$ cat config.mk
export PLATFORM = sky130hd
export DESIGN_NAME = psl_cell
export DESIGN_NICKNAME = d
export VERILOG_FILES = /design/src/hdl/psl_pkg.sv /design/src/hdl/psl_cell.sv
export SDC_FILE = /design/constraint.sdc
export NUM_CORES = 1
export LEC_CHECK = 0
export BUFFER_PORTS_ARGS = -buffer_cell sky130_fd_sc_hd__buf_2
export CAP_MARGIN = 20
export CORE_AREA = 2 2 93 104
export CTS_CLUSTER_DIAMETER = 100
export DETAILED_ROUTE_END_ITERATION = 16
export DIE_AREA = 0 0 95 106
export PLACE_DENSITY = 0.86
export RECOVER_POWER = 25
export SYNTH_ARGS = -nofsm -noshare
export SYNTH_HDL_FRONTEND = slang
export SYNTH_SLANG_ARGS = --single-unit
$ cat constraint.sdc
create_clock -name clock -period 6.58 [get_ports clock]
set_input_delay 1.316 -clock clock [delete_from_list [all_inputs] [get_ports clock]]
set_output_delay 1.316 -clock clock [all_outputs]
set_load 0.05 [all_outputs]
$ cat src/hdl/psl_pkg.sv
`default_nettype none

package psl_pkg;

   localparam int CAPACITY   = 128;
   localparam int ELEM_WIDTH = 32;

   // Wide enough to hold a length of CAPACITY itself.
   localparam int IDX_W = $clog2(CAPACITY + 1);
   // Common width for comparing an 8-bit position against an index.
   localparam int CMP_W = ((IDX_W > 8) ? IDX_W : 8) + 1;

   localparam logic [2:0] OP_GET    = 3'd0;
   localparam logic [2:0] OP_LOCATE = 3'd1;
   localparam logic [2:0] OP_INSERT = 3'd2;
   localparam logic [2:0] OP_DELETE = 3'd3;
   localparam logic [2:0] OP_CLEAR  = 3'd4;

   localparam logic [1:0] STATUS_OK    = 2'd0;
   localparam logic [1:0] STATUS_RANGE = 2'd1;
   localparam logic [1:0] STATUS_FULL  = 2'd2;

   // Command broadcast from the controller to every cell.
   typedef struct packed {
      logic [2:0]            op;
      logic [7:0]            pos;
      logic [ELEM_WIDTH-1:0] val;
      logic [IDX_W-1:0]      len;
      logic                  shift_up;
      logic                  shift_down;
   } psl_cmd_type;

   // Search result handed from cell to cell towards the head of the list.
   typedef struct packed {
      logic                  hit;
      logic [ELEM_WIDTH-1:0] data;
      logic [IDX_W-1:0]      idx;
   } psl_carry_type;

endpackage

`default_nettype wire

$ cat src/hdl/psl_cell.sv
`default_nettype none

module psl_cell (
   input  wire logic                          clock,
   input  wire logic [psl_pkg::IDX_W-1:0]     cell_index,
   input  wire psl_pkg::psl_cmd_type          cmd,
   input  wire logic [psl_pkg::ELEM_WIDTH-1:0] left_entry,
   input  wire logic [psl_pkg::ELEM_WIDTH-1:0] right_entry,
   input  wire psl_pkg::psl_carry_type        carry_up,
   output      logic [psl_pkg::ELEM_WIDTH-1:0] entry,
   output      psl_pkg::psl_carry_type        carry_down
);

   logic [psl_pkg::ELEM_WIDTH-1:0] entry_ff, entry_in;
   psl_pkg::psl_carry_type         carry_ff, carry_in;
   logic [psl_pkg::IDX_W-1:0]      pos_here;
   logic [psl_pkg::CMP_W-1:0]      pos_wide, here_wide;
   logic                           at_pos, past_pos, match;

   // This cell holds list position cell_index + 1.
   assign pos_here  = cell_index + psl_pkg::IDX_W'(1);
   assign pos_wide  = psl_pkg::CMP_W'(cmd.pos);
   assign here_wide = psl_pkg::CMP_W'(pos_here);
   assign at_pos    = (here_wide == pos_wide);
   assign past_pos  = (here_wide > pos_wide);

   always_comb begin
      entry_in = entry_ff;
      if (cmd.shift_up) begin
         if (at_pos) begin
            entry_in = cmd.val;
         end else if (past_pos) begin
            entry_in = left_entry;
         end
      end else if (cmd.shift_down) begin
         if (at_pos || past_pos) begin
            entry_in = right_entry;
         end
      end
   end

   always_comb begin
      if (cmd.op == psl_pkg::OP_LOCATE) begin
         match = (cell_index < cmd.len) && (entry_ff == cmd.val);
      end else begin
         match = at_pos;
      end
      carry_in = carry_up;
      if (match) begin
         carry_in.hit  = 1'b1;
         carry_in.data = entry_ff;
         carry_in.idx  = pos_here;
      end
   end

   always_ff @(posedge clock) begin
      entry_ff <= entry_in;
      carry_ff <= carry_in;
   end

   assign entry      = entry_ff;
   assign carry_down = carry_ff;

endmodule

`default_nettype wire

==> reports/metrics.cfg <==
[logic_synthesis]
synth-seq-area-share = 0.455
synth_area_per_cell_um2 = 11.6
synth_cells = 337
synth_nets = 520
syn-cell-area_um2 = 3920
yosysUniqueCellTypes = 31
ys_ff_latch = 73
yosysWarnings = 0

[route]
avgRoutedWirePerCell_um = 16.1
drc = 0
drt-initial-drc-count = 99
vias = 3397
drtAntennaViolNets = 0
drt_wl_total_mm = 11.3
first_pass_iters = 4
vias_per_cell = 4.86

[timing]
worst_pin_slew_ns = 0.881
fmax_mhz = 243
skew_ns = 0.00490
maxSlewHeadroom = 0.412
rsz0062_at_grt = no
fin_crit_ns = 4.12
fin_ws_ns = 2.46
finalSetupViolations = 0
finalSetupTns_ns = 0
hold_viol = 0
slew_violations = 0
period_share = 0.626

[power_and_ir_drop]
peakVddDrop_mv = 0.175
leakage_nw = 2.47
powerDensity_nw_per_um2 = 234

[layout]
diodes = 0
fill_cells = 813
drive_above_1_share = 0.426
stdcell_count = 699
fin_nets = 760
area_growth_pct = 36.6

[floorplan]
boundaryPins = 240
die_area_um2 = 10100
core_area_um2 = 9120
die_h_um = 106
die_width_um = 95
row_count = 37
initial_core_util = 0.430

[critical_path]
cp-end-kind = register
cp-start-kind = input port
cp.arrival_ns = 4.35
worstSetupPathType = in2reg
critPathMaxFanout = 24
crit_required_ns = 6.81

[global_route]
grt_pass1_wl_mm = 16.8
antenna_found_initial = 0
overflow = 0
grt_max_degree = 66
grt_usage = 0.222
first_global_vias = 3553

[clock_network]
cts.sinks = 73
numCtsBuffers = 9
cts-root-buf = clkbuf_8
cts_resized = 0
cts_buffer_depth = 2
cts_hold_buffers = 0
postCtsSetupRepairBufs = 0
htree_levels = 3
cts_tree = done
clock_latency_ns = 0.34
path_clk_slew_ns = 0.07

[placement]
dp_cells = 682
dp_hpwl_mm = 9.09
globalplace.congestion = 0.832
pre_cts_slack_ns = 1.90
portBuffers = 239

[run_status]
status = completed

[hold_path]
hold_class = reg2reg

[flow_run]
cap_violations = 0

cell type report:
type | count | area, um^2 | share of cell area
multi-input cells | 235 | 2030 | 0.378
well taps | 117 | 146 | 0.0273
repair buffers | 243 | 1190 | 0.222
clock inverters | 6 | 25.0 | 0.00467
inverters | 15 | 56.3 | 0.0105
clock buffers | 10 | 128 | 0.0238
flip-flops and latches | 73 | 1780 | 0.333
cell families (layout without fill, tap and decap cells):
logic type,Yosys count,after routing,share of synthesized area
adders and majority gates,16,16,0.0511
DFF,73,73,0.455
buffers and inverters,29,274,0.0364
muxes,72,72,0.229
AOI/OAI and AO/OA,46,46,0.0699
xor gates and xnor gates,38,38,0.0849
and+or+nand+nor,63,63,0.0741
cells in the mapped netlist:
cell type / number / area (um^2)
dfxtp_1: 41 / 821
nor2_1: 39 / 146
a21oi_1: 35 / 175
mux2_4: 34 / 510
xnor2_1: 34 / 298
mux2i_1: 33 / 330
edfxtp_1: 32 / 961
ha_1: 16 / 200
inv_1: 15 / 56.3
nand4_1: 10 / 62.6
clkbuf_1: 7 / 26.3
mux2_1: 5 / 56.3
buf_6: 4 / 45.0
xor2_1: 4 / 35.0
and3_1: 3 / 18.8
buf_2: 3 / 15.0
nand2_1: 2 / 7.51
nand3_1: 2 / 10.0
nor2b_1: 2 / 12.5
nor3b_1: 2 / 15.0
o211ai_1: 2 / 15.0
o21a_1: 2 / 15.0
o21ai_0: 2 / 10.0
a2111oi_4: 1 / 27.5
a31oi_1: 1 / 6.26
a31oi_2: 1 / 12.5
nand2b_1: 1 / 6.26
nor3_1: 1 / 5.00
nor4_1: 1 / 6.26
o21ai_1: 1 / 5.00
o21bai_1: 1 / 7.51
per-stage QoR:
| stage | hold WS [ns] | instance area (um^2) | utilization | power (W) |
|---|---|---|---|---|
| floorplan | 0.871 | 3920 | - | 0.000832 |
| global placement | 0.529 | 5230 | 0.573 | 0.000964 |
| detailed placement | 0.540 | 5230 | 0.573 | 0.000973 |
| CTS | 0.559 | 5380 | 0.590 | 0.00126 |
| global route | 0.570 | 5350 | 0.587 | 0.00131 |
| finish | 0.560 | 5350 | 0.587 | 0.00125 |
power by group:
| group | switching [W] | internal (W) | total, W |
|---|---|---|---|
| combinational | 0.000263 | 0.000132 | 0.000395 |
| clock | 0.000161 | 0.000131 | 0.000291 |
| sequential | 0.0000371 | 0.000527 | 0.000564 |
critical path, stage by stage:
cell and delay (ns):
buf_2 0.13, ha_1 0.19, nand3_1 0.14, nor2_1 0.14
xor2_1 0.20, ha_1 0.27, nand4_1 0.17, nor3_1 0.12
a31oi_4 0.73, buf_4 0.55, mux2_1 0.38
path summary, 6_finish.rpt:
| kind | from | slack (ns) | endpoint | cells past startpoint |
|---|---|---|---|---|
| hold reg to reg | entry[10] | 0.56 | carry_down[18] | 1 |
| setup / recovery | cell_index[0] | 2.46 | carry_down[7] | 11 |
| hold / removal | entry[10] | 0.56 | carry_down[18] | 1 |
| setup reg to reg | entry[4] | 3.70 | carry_down[7] | 6 |
layout by cell type (no fill, tap or decap), types with 3 or more instances in the layout:
master,synthesis,layout
clkbuf_8,0,9
mux2_1,5,5
a21oi_1,35,35
ha_1,16,16
inv_1,15,15
xor2_1,4,4
dfxtp_1,41,41
mux2_4,34,34
nand4_1,10,10
buf_2,3,195
xnor2_1,34,34
and3_1,3,3
clkbuf_1,7,45
nor2_1,39,38
mux2i_1,33,33
buf_4,0,3
edfxtp_1,32,32
clkinv_1,0,4
sequential cells by signal, indices dropped and copies added (netlist names):
register    flops
carry_down     41
entry          32
layer usage:
metal | GRT usage | wire [um] | part of all wire
met5 | 0 | 0 | 0
met4 | 0.0776 | 200 | 0.018
met3 | 0.0560 | 812 | 0.072
met2 | 0.429 | 6120 | 0.54
met1 | 0.224 | 4120 | 0.37
Power figures use the tool's default switching activity.
